**src/tbp_pkg.sv**
```systemverilog
// Shared types and constants of the tournament branch predictor.
// No dependencies; the interfaces and the top level import it.
package tbp_pkg;

  localparam int WindowW    = 16;
  localparam int OutCountW  = 32;
  localparam int NumPred    = 7;
  localparam int PredIdxW   = 3;
  localparam int HistW      = 2;
  localparam int CtrW       = 2;

  localparam logic [WindowW-1:0] WindowReset = 16'd15;

  // Component predictors, in tie-break order.
  typedef enum logic [PredIdxW-1:0] {
    PRED_TAKEN     = 3'd0,
    PRED_NOT_TAKEN = 3'd1,
    PRED_INVERSE   = 3'd2,
    PRED_LAST      = 3'd3,
    PRED_BIMODAL   = 3'd4,
    PRED_TWO_LEVEL = 3'd5,
    PRED_TWO_BACK  = 3'd6
  } pred_e;

  typedef logic [CtrW-1:0] ctr_t;

endpackage

```
**src/tbp_if.sv**
```systemverilog
// Channel interfaces of the tournament branch predictor: address in,
// result out, window configuration. Depends on tbp_pkg.
interface tbp_addr_if #(
  parameter int AddrW = 48
) ();
  logic             valid;
  logic             ready;
  logic [AddrW-1:0] fetch_address;

  modport source (output valid, output fetch_address, input ready);
  modport sink   (input valid, input fetch_address, output ready);
endinterface

interface tbp_result_if import tbp_pkg::*; ();
  logic                 valid;
  logic                 ready;
  logic                 outcome_valid;
  logic                 outcome_taken;
  logic                 combined_correct;
  logic                 next_prediction;
  logic [PredIdxW-1:0]  chosen_predictor;
  logic [OutCountW-1:0] combined_hits;
  logic [OutCountW-1:0] resolved_count;

  modport source (output valid, output outcome_valid, output outcome_taken,
                  output combined_correct, output next_prediction,
                  output chosen_predictor, output combined_hits,
                  output resolved_count, input ready);
  modport sink   (input valid, input outcome_valid, input outcome_taken,
                  input combined_correct, input next_prediction,
                  input chosen_predictor, input combined_hits,
                  input resolved_count, output ready);
endinterface

interface tbp_cfg_if import tbp_pkg::*; ();
  logic               valid;
  logic               ready;
  logic [WindowW-1:0] sequential_window;

  modport source (output valid, output sequential_window, input ready);
  modport sink   (input valid, input sequential_window, output ready);
endinterface

```
**src/tournament_branch_predictor.sv**
```systemverilog
// Tournament branch predictor, best of seven, with address-step outcome
// resolution. Depends on tbp_pkg and the channel interfaces in tbp_if.sv.
//
//   channel   dir  modport  word
//   addr_i    in   sink     fetch_address
//   cfg_i     in   sink     sequential_window (always ready)
//   result_o  out  source   outcome, guesses, chosen predictor, counts
//
// One word per cycle sustained while the result side is ready; a word passes
// the input register, then the result register, and the result register
// takes a new word while the old one drains. All predictor state updates in the
// single pass between the two registers.
// Reset clears all predictor state, the window returns to 15.
// A stalled result holds in the result register; the input register takes a
// word while it is empty or while the result register is empty or drains in
// the same cycle.
module tournament_branch_predictor import tbp_pkg::*; #(
  parameter int ADDRESS_BITS   = 48,
  parameter int HIT_COUNT_BITS = 32
) (
  input  logic    clk_i,
  input  logic    rst_ni,
  tbp_addr_if.sink     addr_i,
  tbp_cfg_if.sink      cfg_i,
  tbp_result_if.source result_o
);

  typedef logic [HIT_COUNT_BITS-1:0] cnt_t;

  // pipeline control
  logic                    s1_valid_q;
  logic [ADDRESS_BITS-1:0] s1_addr_q;
  logic                    s2_valid_q;
  logic                    s2_free;
  logic                    advance;

  // predictor state
  logic [WindowW-1:0]      window_q;
  logic [ADDRESS_BITS-1:0] prev_addr_q;
  logic                    have_prev_q;
  cnt_t                    hits_q [NumPred];
  cnt_t                    hits_d [NumPred];
  cnt_t                    comb_hits_q, comb_hits_d;
  cnt_t                    total_q, total_d;
  ctr_t                    bimodal_q, bimodal_d;
  ctr_t                    pattern_q [4];
  ctr_t                    pattern_d [4];
  logic [HistW-1:0]        hist_q, hist_d;
  logic                    guess_q, guess_d;
  pred_e                   sel_q, sel_d;

  // result register
  logic                    r_outcome_valid_q;
  logic                    r_taken_q;
  logic                    r_correct_q;

  logic                    taken;
  logic                    correct;
  logic [ADDRESS_BITS-1:0] addr_diff;
  logic [NumPred-1:0]      guess_now;
  logic [NumPred-1:0]      guess_next;

  assign s2_free    = !s2_valid_q || result_o.ready;
  assign advance    = s1_valid_q && s2_free;
  assign addr_i.ready = !s1_valid_q || s2_free;
  assign cfg_i.ready  = 1'b1;

  function automatic cnt_t sat_inc(cnt_t v);
    return (v == '1) ? v : v + cnt_t'(1);
  endfunction

  function automatic ctr_t sat2(ctr_t c, logic up);
    if (up) begin
      return (c == '1) ? c : c + ctr_t'(1);
    end
    return (c == '0) ? c : c - ctr_t'(1);
  endfunction

  // resolve the outcome from the address step
  assign addr_diff = s1_addr_q - prev_addr_q;
  assign taken = (s1_addr_q < prev_addr_q) ||
                 (addr_diff > ADDRESS_BITS'(window_q));
  assign correct = (guess_q == taken);

  // guesses from the current state
  always_comb begin
    guess_now = '0;
    guess_now[PRED_TAKEN]     = 1'b1;
    guess_now[PRED_NOT_TAKEN] = 1'b0;
    guess_now[PRED_INVERSE]   = (total_q == '0) ? 1'b0 : !hist_q[0];
    guess_now[PRED_LAST]      = hist_q[0];
    guess_now[PRED_BIMODAL]   = bimodal_q[1];
    guess_now[PRED_TWO_LEVEL] = pattern_q[hist_q][1];
    guess_now[PRED_TWO_BACK]  = hist_q[1];
  end

  // state update for one resolved outcome
  always_comb begin
    for (int k = 0; k < NumPred; k++) begin
      hits_d[k] = (guess_now[k] == taken) ? sat_inc(hits_q[k]) : hits_q[k];
    end
    comb_hits_d = correct ? sat_inc(comb_hits_q) : comb_hits_q;
    total_d     = sat_inc(total_q);
    bimodal_d   = sat2(bimodal_q, taken);
    for (int k = 0; k < 4; k++) begin
      pattern_d[k] = (hist_q == HistW'(k)) ? sat2(pattern_q[k], taken) : pattern_q[k];
    end
    hist_d = {hist_q[0], taken};
  end

  // guesses from the updated state
  always_comb begin
    guess_next = '0;
    guess_next[PRED_TAKEN]     = 1'b1;
    guess_next[PRED_NOT_TAKEN] = 1'b0;
    guess_next[PRED_INVERSE]   = (total_d == '0) ? 1'b0 : !hist_d[0];
    guess_next[PRED_LAST]      = hist_d[0];
    guess_next[PRED_BIMODAL]   = bimodal_d[1];
    guess_next[PRED_TWO_LEVEL] = pattern_d[hist_d][1];
    guess_next[PRED_TWO_BACK]  = hist_d[1];
  end

  // most hits wins; the lower index keeps a tie at every level of the tree
  always_comb begin
    pred_e i01, i23, i45, i03, i46;
    cnt_t  v01, v23, v45, v03, v46;
    i01 = (hits_d[1] > hits_d[0]) ? PRED_NOT_TAKEN : PRED_TAKEN;
    v01 = (hits_d[1] > hits_d[0]) ? hits_d[1] : hits_d[0];
    i23 = (hits_d[3] > hits_d[2]) ? PRED_LAST : PRED_INVERSE;
    v23 = (hits_d[3] > hits_d[2]) ? hits_d[3] : hits_d[2];
    i45 = (hits_d[5] > hits_d[4]) ? PRED_TWO_LEVEL : PRED_BIMODAL;
    v45 = (hits_d[5] > hits_d[4]) ? hits_d[5] : hits_d[4];
    i03 = (v23 > v01) ? i23 : i01;
    v03 = (v23 > v01) ? v23 : v01;
    i46 = (hits_d[6] > v45) ? PRED_TWO_BACK : i45;
    v46 = (hits_d[6] > v45) ? hits_d[6] : v45;
    sel_d   = (v46 > v03) ? i46 : i03;
    guess_d = guess_next[sel_d];
  end

  // configuration
  always_ff @(posedge clk_i or negedge rst_ni) begin
    if (!rst_ni) begin
      window_q <= WindowReset;
    end else if (cfg_i.valid) begin
      window_q <= cfg_i.sequential_window;
    end
  end

  // input register
  always_ff @(posedge clk_i or negedge rst_ni) begin
    if (!rst_ni) begin
      s1_valid_q <= 1'b0;
    end else if (addr_i.ready) begin
      s1_valid_q <= addr_i.valid;
    end
  end

  always_ff @(posedge clk_i) begin
    if (addr_i.valid && addr_i.ready) begin
      s1_addr_q <= addr_i.fetch_address;
    end
  end

  // predictor state
  always_ff @(posedge clk_i or negedge rst_ni) begin
    if (!rst_ni) begin
      prev_addr_q <= '0;
      have_prev_q <= 1'b0;
      for (int k = 0; k < NumPred; k++) begin
        hits_q[k] <= '0;
      end
      comb_hits_q <= '0;
      total_q     <= '0;
      bimodal_q   <= '0;
      for (int k = 0; k < 4; k++) begin
        pattern_q[k] <= '0;
      end
      hist_q  <= '0;
      guess_q <= 1'b0;
      sel_q   <= PRED_TAKEN;
    end else if (advance) begin
      prev_addr_q <= s1_addr_q;
      have_prev_q <= 1'b1;
      // first address only seeds the previous address
      if (have_prev_q) begin
        hits_q      <= hits_d;
        comb_hits_q <= comb_hits_d;
        total_q     <= total_d;
        bimodal_q   <= bimodal_d;
        pattern_q   <= pattern_d;
        hist_q      <= hist_d;
        guess_q     <= guess_d;
        sel_q       <= sel_d;
      end
    end
  end

  // result register
  always_ff @(posedge clk_i or negedge rst_ni) begin
    if (!rst_ni) begin
      s2_valid_q <= 1'b0;
    end else if (s2_free) begin
      s2_valid_q <= advance;
    end
  end

  always_ff @(posedge clk_i) begin
    if (advance) begin
      r_outcome_valid_q <= have_prev_q;
      r_taken_q         <= have_prev_q && taken;
      r_correct_q       <= have_prev_q && correct;
    end
  end

  // counts and guess are read back from the state registers, which hold
  // until the next word advances, i.e. while the result stalls
  assign result_o.valid            = s2_valid_q;
  assign result_o.outcome_valid    = r_outcome_valid_q;
  assign result_o.outcome_taken    = r_taken_q;
  assign result_o.combined_correct = r_correct_q;
  assign result_o.next_prediction  = guess_q;
  assign result_o.chosen_predictor = sel_q;
  assign result_o.combined_hits    = OutCountW'(comb_hits_q);
  assign result_o.resolved_count   = OutCountW'(total_q);

endmodule

```
**src/flat_wrapper.sv**
```systemverilog
// flat-port wrapper written by rule: the top's interface ports become plain ports
module tournament_branch_predictor_flat import tbp_pkg::*;
#(
  parameter int ADDRESS_BITS   = 48,
  parameter int HIT_COUNT_BITS = 32
)
  (clk_i, rst_ni, addr_i_valid, addr_i_fetch_address, addr_i_ready, cfg_i_valid, cfg_i_sequential_window, cfg_i_ready, result_o_valid, result_o_outcome_valid, result_o_outcome_taken, result_o_combined_correct, result_o_next_prediction, result_o_chosen_predictor, result_o_combined_hits, result_o_resolved_count, result_o_ready);
  tbp_addr_if #(.AddrW((48))) addr_i_i ();
  tbp_cfg_if cfg_i_i ();
  tbp_result_if result_o_i ();
  input  logic clk_i;
  input  logic rst_ni;
  input wire logic [$bits(addr_i_i.valid)-1:0] addr_i_valid;
  input wire logic [$bits(addr_i_i.fetch_address)-1:0] addr_i_fetch_address;
  output wire logic [$bits(addr_i_i.ready)-1:0] addr_i_ready;
  input wire logic [$bits(cfg_i_i.valid)-1:0] cfg_i_valid;
  input wire logic [$bits(cfg_i_i.sequential_window)-1:0] cfg_i_sequential_window;
  output wire logic [$bits(cfg_i_i.ready)-1:0] cfg_i_ready;
  output wire logic [$bits(result_o_i.valid)-1:0] result_o_valid;
  output wire logic [$bits(result_o_i.outcome_valid)-1:0] result_o_outcome_valid;
  output wire logic [$bits(result_o_i.outcome_taken)-1:0] result_o_outcome_taken;
  output wire logic [$bits(result_o_i.combined_correct)-1:0] result_o_combined_correct;
  output wire logic [$bits(result_o_i.next_prediction)-1:0] result_o_next_prediction;
  output wire logic [$bits(result_o_i.chosen_predictor)-1:0] result_o_chosen_predictor;
  output wire logic [$bits(result_o_i.combined_hits)-1:0] result_o_combined_hits;
  output wire logic [$bits(result_o_i.resolved_count)-1:0] result_o_resolved_count;
  input wire logic [$bits(result_o_i.ready)-1:0] result_o_ready;
  assign addr_i_i.valid = addr_i_valid;
  assign addr_i_i.fetch_address = addr_i_fetch_address;
  assign addr_i_ready = addr_i_i.ready;
  assign cfg_i_i.valid = cfg_i_valid;
  assign cfg_i_i.sequential_window = cfg_i_sequential_window;
  assign cfg_i_ready = cfg_i_i.ready;
  assign result_o_valid = result_o_i.valid;
  assign result_o_outcome_valid = result_o_i.outcome_valid;
  assign result_o_outcome_taken = result_o_i.outcome_taken;
  assign result_o_combined_correct = result_o_i.combined_correct;
  assign result_o_next_prediction = result_o_i.next_prediction;
  assign result_o_chosen_predictor = result_o_i.chosen_predictor;
  assign result_o_combined_hits = result_o_i.combined_hits;
  assign result_o_resolved_count = result_o_i.resolved_count;
  assign result_o_i.ready = result_o_ready;
  tournament_branch_predictor #(.ADDRESS_BITS(ADDRESS_BITS), .HIT_COUNT_BITS(HIT_COUNT_BITS)) u_core (.clk_i(clk_i), .rst_ni(rst_ni), .addr_i(addr_i_i), .cfg_i(cfg_i_i), .result_o(result_o_i));
endmodule
```
**config.mk**
```make
export PLATFORM = sky130hd
export DESIGN_NAME = tournament_branch_predictor_flat
export DESIGN_NICKNAME = d
export VERILOG_FILES = /design/src/tbp_pkg.sv /design/src/tbp_if.sv /design/src/tournament_branch_predictor.sv /design/src/flat_wrapper.sv
export SDC_FILE = /design/constraint.sdc
export NUM_CORES = 2
export LEC_CHECK = 0
export BUFFER_PORTS_ARGS = -buffer_cell sky130_fd_sc_hd__buf_2
export CAP_MARGIN = 20
export CORE_MARGIN = 4
export CORE_UTILIZATION = 40
export CTS_BUF_LIST = sky130_fd_sc_hd__clkbuf_8
export CTS_CLUSTER_SIZE = 16
export DETAILED_ROUTE_END_ITERATION = 8
export PLACE_DENSITY_LB_ADDON = 0.05
export SLEW_MARGIN = 10
export SYNTH_ARGS = -nofsm -noshare
export SYNTH_HDL_FRONTEND = slang
export SYNTH_SLANG_ARGS = --single-unit
export TNS_END_PERCENT = 100
```
**constraint.sdc**
```tcl
create_clock -name clk_i -period 16.45 [get_ports clk_i]
set_input_delay 3.29 -clock clk_i [delete_from_list [all_inputs] [get_ports clk_i]]
set_output_delay 3.29 -clock clk_i [all_outputs]
set_load 0.03 [all_outputs]
```
After elaboration in Yosys (flattened, before gate mapping)
Index checks and enable logic that the tools add are counted.
Word-level totals
  register bits after elaboration: 422
  output and inout bits: 74
  logic and storage cells: 169
  bits of input ports: 69
Operators by class
  bitwise gates (word level): 3
  add/sub/neg operators: 20
  mux-type cells: 61
  equality and inequality tests: 25
  $lt $le $gt $ge: 11
  reduce and logical (&&, ||, !) cells: 22
Operator list (number)
  two-way mux 32 bit: 20
  adder 32 x 1 -> 32 bit (second input constant): 9
  equality test 32 bit (second input constant): 9
  > comparator 32 bit: 6
  zero test 32 bit: 2
  two-way mux 2 bit: 28
  > comparator 48 x 16 -> 1 bit: 1
  less-than comparator 48 bit: 1
  subtractor 48 bit: 1
  equality test 2 bit (second input constant): 7
  zero test 2 bit: 6
  adder 2 x 1 -> 2 bit (second input constant): 5
  subtractor 2 x 1 -> 2 bit (second input constant): 5
  two-way mux 3 bit: 3
  binary-select mux 2 bit (select 2 bit): 2
  AND reduction 4 bit: 2
  two-way mux 1 bit: 7
  equality test 1 bit: 6
  >= comparator 3 bit (second input constant): 2
  NOT 2 -> 3 bit: 2
  logical AND 1 bit: 4
  zero test 1 bit: 4
  less-than comparator 3 x 4 -> 1 bit (second input constant): 1
  binary-select mux 1 bit (select 3 bit): 1
  other kinds (6): 8

Depth between registers and ports, before layout
  depth in word-level cells: 14
  depth in mapped cells: 77
  depth with buffers taken out: 72

Worst setup path before layout
Ideal clock, no wire load.
  path type: register to register
  from: register u_core.prev_addr_q[1]
  to: register u_core.guess_q, in the netlist u_core.result_o.next_prediction
  period minus slack after synthesis: 13036 ps
  path slack: 3414 ps
  cell stages (with the launch flop): 73
  data arrival time: 12948 ps
  setup time: 88 ps
  buffers on the path: 6
  cells stage by stage: dfrtp_1 -> inv_1 -> ha_1 -> nor2b_1 -> o2111a_1 -> or2_1 -> clkbuf_1 -> a211oi_2 -> o21ai_0 -> xor2_1 -> ha_1 -> and4_1 -> a221o_1 -> o21ai_0 -> o2111ai_1 -> nor4_1 -> nand4_1 -> nor4_4 -> (+37 left out) -> a21oi_1 -> ha_1 -> nor2b_1 -> o21a_1 -> o21a_1 -> o21a_1 -> o21a_1 -> o21a_1 -> o21a_1 -> o21ai_0 -> nand2_1 -> a311oi_1 -> nor2_1 -> mux2i_1 -> inv_1 -> o31ai_1 -> o21ai_0 -> a41oi_1
On the way
  cells in the longest elaborated chain, start to end: 13
  elaborated cells between the ends (all ways): 51
  those cells by class: add/sub: 1; order compare: 8; eq/ne: 5; mux: 34; bitwise: 1; reduce/logical: 2
Ends and longest elaborated chain
  from (decl): RTL line tournament_branch_predictor.sv:39  | logic [ADDRESS_BITS-1:0] prev_addr_q;
  from (signal assigned): RTL line tournament_branch_predictor.sv:183  | prev_addr_q <= s1_addr_q;
  subtractor 48 bit: RTL line tournament_branch_predictor.sv:80  | assign addr_diff = s1_addr_q - prev_addr_q;
  > comparator 48 x 16 -> 1 bit: RTL line tournament_branch_predictor.sv:82  | (addr_diff > ADDRESS_BITS'(window_q));
  logical OR 1 bit (*): RTL line tournament_branch_predictor.sv:81  | assign taken = (s1_addr_q < prev_addr_q) ||
  equality test 1 bit: RTL line tournament_branch_predictor.sv:100  | hits_d[k] = (guess_now[k] == taken) ? sat_inc(hits_q[k]) : hits_q[k];
  two-way mux 32 bit: RTL line tournament_branch_predictor.sv:100
  > comparator 32 bit, on equally long branches
  two-way mux 32 bit, on equally long branches: RTL line tournament_branch_predictor.sv:132, tournament_branch_predictor.sv:130
  > comparator 32 bit, on equally long branches
  two-way mux 32 bit, on equally long branches: RTL line tournament_branch_predictor.sv:136, tournament_branch_predictor.sv:134
  > comparator 32 bit: RTL line tournament_branch_predictor.sv:137  | sel_d = (v46 > v03) ? i46 : i03;
  two-way mux 3 bit: RTL line tournament_branch_predictor.sv:137
  binary-select mux 1 bit (select 3 bit) (*): RTL line tournament_branch_predictor.sv:138  | guess_d = guess_next[sel_d];
  two-way mux 1 bit (implied by the code) (*): RTL line tournament_branch_predictor.sv:138
  to (signal assigned): RTL line tournament_branch_predictor.sv:193  | guess_q <= guess_d;
  to (decl): RTL line tournament_branch_predictor.sv:49  | logic guess_q, guess_d;
Mark *: on every way between the ends. The rest lies on a longest branch, timed or not. The select of a mux whose other input is x is not followed.
A chain may end at the register's enable or synchronous reset.

==> results.md <==
* Fraction of registers with async set/reset at 87.9%
* Filler cells at 8141
* Row cnt at 104
* Final cell count without fillers at 5036
* Slowest cell on crit path: a2bb2oi_4
* Pwr per Cell Area at 94.3 mW/mm^2
* Syn Std Cell Area at 0.0328 mm^2
* Max-Cap Viols at 0
* Initial antenna violation count at 2
* Clock Path Buffers at 3
* Total track usage at 22.2%
* Status: finished, final reports clean
* DR WL/cell at 19.1 um
* R2r setup slk at 1550 ps
* CTS root buf: clkbuf_8
* Capturing point of the worst reg2reg path: u_core.result_o.next_prediction
* Worst Path Arrival at 15520 ps
* Setup crit end kind: flip-flop
* Critical Path Fanout Max at 41
* Wire length of the first global-routing pass at 153000 um
* Syn_nets at 4155
* Fin nets at 4238
* Worst r2r src: u_core.prev_addr_q[0]
* Crit-path max cell delay at 790 ps
* Hold Vio Cnt, Final at 0
* Gr ovfl total at 0
* Worst-path clk slew at 60 ps
* Worst EP required at 17070 ps
* Top FF cell, synth: dfrtp_1
* Tmin final at 14900 ps
* Worst R2R Path Depth at 68
* DIE HEIGHT at 294 um
* Chip width at 294 um
* Pleak at 16.6 nW
* First-pass iteration count of the detailed router at 5
* Worst Tran Pin Value at 971 ps
* Synth Instances at 3822
* Final WS setup at 1550 ps
* EDFF count, synth at 51
* Placed cells at 4880
* Hold_buf cts at 0
* Hold Path End: u_core.prev_addr_q[43]
* Area of the core at 0.0809 mm^2
* WL final at 96000 um
* Final cycle utilization of the critical path at 90.6%
* CTS tree: built
* Maximum VDD drop at 0.0662 mV
* Slew headroom at 35.1%
* Vias in the first global route at 26900
* CP Launch Type: flip-flop
* Routed Antenna Nets at 0
* Num ports at 143
* Synth warnings at 0
* Clk sink count at 422
* Post-synthesis sequential area ratio at 33.0%
* TNS Setup at 0 ps
* Initial DRC Count at 1540
* Layout cell share with drive strength beyond 1 at 9.99%
* Setup Skew at 43.9 ps
* Average cell area after synthesis at 8.59 um^2
* CTS resizes at 0
* Max Freq at 67.1 MHz
* DP HPWL at 73900 um
* Clock Latency Late Sink at 720 ps
* Initial Util at 40.5%
* Place WS at 1590 ps
* Cells on Worst Hold Path at 2
* H-Tree Depth at 3
* Yosys reg bits at 422
* Total power at 3.42 mW
* Setup Viol. Count Final at 0
* Crit-path most repeated cell: o21ai_0
* Dpl cell area at 0.0344 mm^2
* Die footprint at 0.0867 mm^2
* Yosys top cell area share at 28.0%
* Worst hold start: u_core.s1_addr_q[43]
* Vias at 27300
* RSZ-0062 raised after global routing: no
* Port bufs at 141
* Fin area at 0.0362 mm^2
* P&R area growth vs syn at 10.4%
* Worst Hold Slack at 478 ps
* Hold WC Path Type: flip-flop to flip-flop
* Drt drc at 0
* Largest net degree at the start of global routing at 138
* Ranking of synthesized cells by area: dfrtp_1 (28%), ha_1 (10%), xnor2_1 (8.3%), xor2_1 (5.7%), nand2_1 (5.2%)
* Post-synth top area cell: dfrtp_1
* Vias/cell at 5.43
* GP Congestion at 0.894
* Final core utilization at 44.8%
* Total CTS buffers at 83
* Slew Viols, Final at 0
* Count of cell types in the netlist at 108
* Setup bufs post-CTS at 0
* CP Class: flip-flop to flip-flop
critical path: cells and delay by family (launching register included):
family                   cells  cell delay [ps]
AO/OA/AOI/OAI               31             6220
XOR/XNOR                     3              710
adder cells (fa/ha/maj)      6             1770
buffers and inverters        5             1130
flip-flops                   1              380
multiplexers                 3              920
AND/OR/NAND/NOR             20             3660
sequential cells by signal, summed over array words and instances, names as in the netlist, 3 cells and up, named ones only:
name,cells
u_core.result_o.resolved_count,32
u_core.s1_addr_q,48
u_core.result_o.chosen_predictor,3
u_core.result_o.combined_hits,32
u_core.window_q,16
u_core.hits_q,224
u_core.pattern_q,4
u_core.prev_addr_q,48
routing by layer:
| metal | part of all wire (%) | track usage, % | routed length [um] | up-vias |
|---|---|---|---|---|
| met5 | 0 | 0 | 0 | - |
| met4 | 2.1 | 5.23 | 2060 | 0 |
| met3 | 4.4 | 3.75 | 4230 | 133 |
| met2 | 45 | 35.3 | 43300 | 542 |
| met1 | 48 | 31.5 | 46400 | 13000 |
| li1 | - | - | - | 13600 |
report_power, final:
part / total, mW / internal [mW] / switching (mW)
clock: 1.16 / 0.655 / 0.510
combinational: 1.02 / 0.389 / 0.628
sequential: 1.24 / 1.14 / 0.0960
cells by family (layout without fill, tap and decap cells):
family	count (synthesis)	in the layout	share of synthesized area (%)
buf+inv	357	509	4.36
mux	92	92	2.99
xor+xnor	523	523	14.0
flops	422	422	33.0
simple gates	1495	1495	22.8
compound gates	666	666	12.7
other cells	1	3	0.0114
fa+ha+maj	266	266	10.1
final cells by class:
class	count	area, um^2	share of cell area [%]
inverters	191	717	1.98
multi-input cells	3043	20600	56.9
clock buffers	103	1420	3.91
clock inverters	51	414	1.14
repair buffers	164	901	2.49
diodes	2	5.00	0.0138
well taps	1060	1330	3.66
flip-flops and latches	422	10800	29.9
worst max-delay path by stage:
stage / from / to / slack, ps
floorplan: u_core.prev_addr_q[1] / u_core.result_o.next_prediction / 3410
global placement: u_core.prev_addr_q[0] / u_core.result_o.next_prediction / 1780
detailed placement: u_core.prev_addr_q[0] / u_core.result_o.next_prediction / 1590
CTS: u_core.prev_addr_q[0] / u_core.result_o.next_prediction / 1530
global route: u_core.prev_addr_q[0] / u_core.result_o.next_prediction / 10
finish: u_core.prev_addr_q[0] / u_core.result_o.next_prediction / 1550
layout by cell type (no fill, tap or decap), drive strengths merged, types with 17 or more instances in the layout:
cell type / instances
a211oi: 23
a21o: 70
a21oi: 174
a31oi: 20
and2: 34
and3: 67
and4: 27
buf: 164
clkbuf: 103
dfrtp: 367
edfxtp: 51
ha: 263
inv: 223
mux2: 29
mux2i: 61
nand2: 453
nand2b: 37
nand3: 171
nand4: 155
nor2: 320
nor2b: 35
nor3: 71
nor3b: 18
nor4: 41
o21a: 47
o21ai: 217
or2: 17
or3: 20
xnor2: 311
xor2: 212
synthesized netlist by cell type (20+ instances only):
library cell	count
nand2_1	451
dfrtp_1	367
nor2_1	320
xnor2_1	311
ha_1	263
xor2_1	212
o21ai_0	197
inv_1	190
a21oi_1	171
nand3_1	169
nand4_1	155
clkbuf_1	111
a21o_1	70
and3_1	67
nor3_1	66
mux2i_1	61
edfxtp_1	51
o21a_1	47
buf_2	37
nor4_1	37
nand2b_1	36
nor2b_1	35
and2_1	33
mux2_2	29
and4_1	26
a211oi_1	22
a31oi_1	20
or3_1	20
Power figures use the tool's default switching activity.
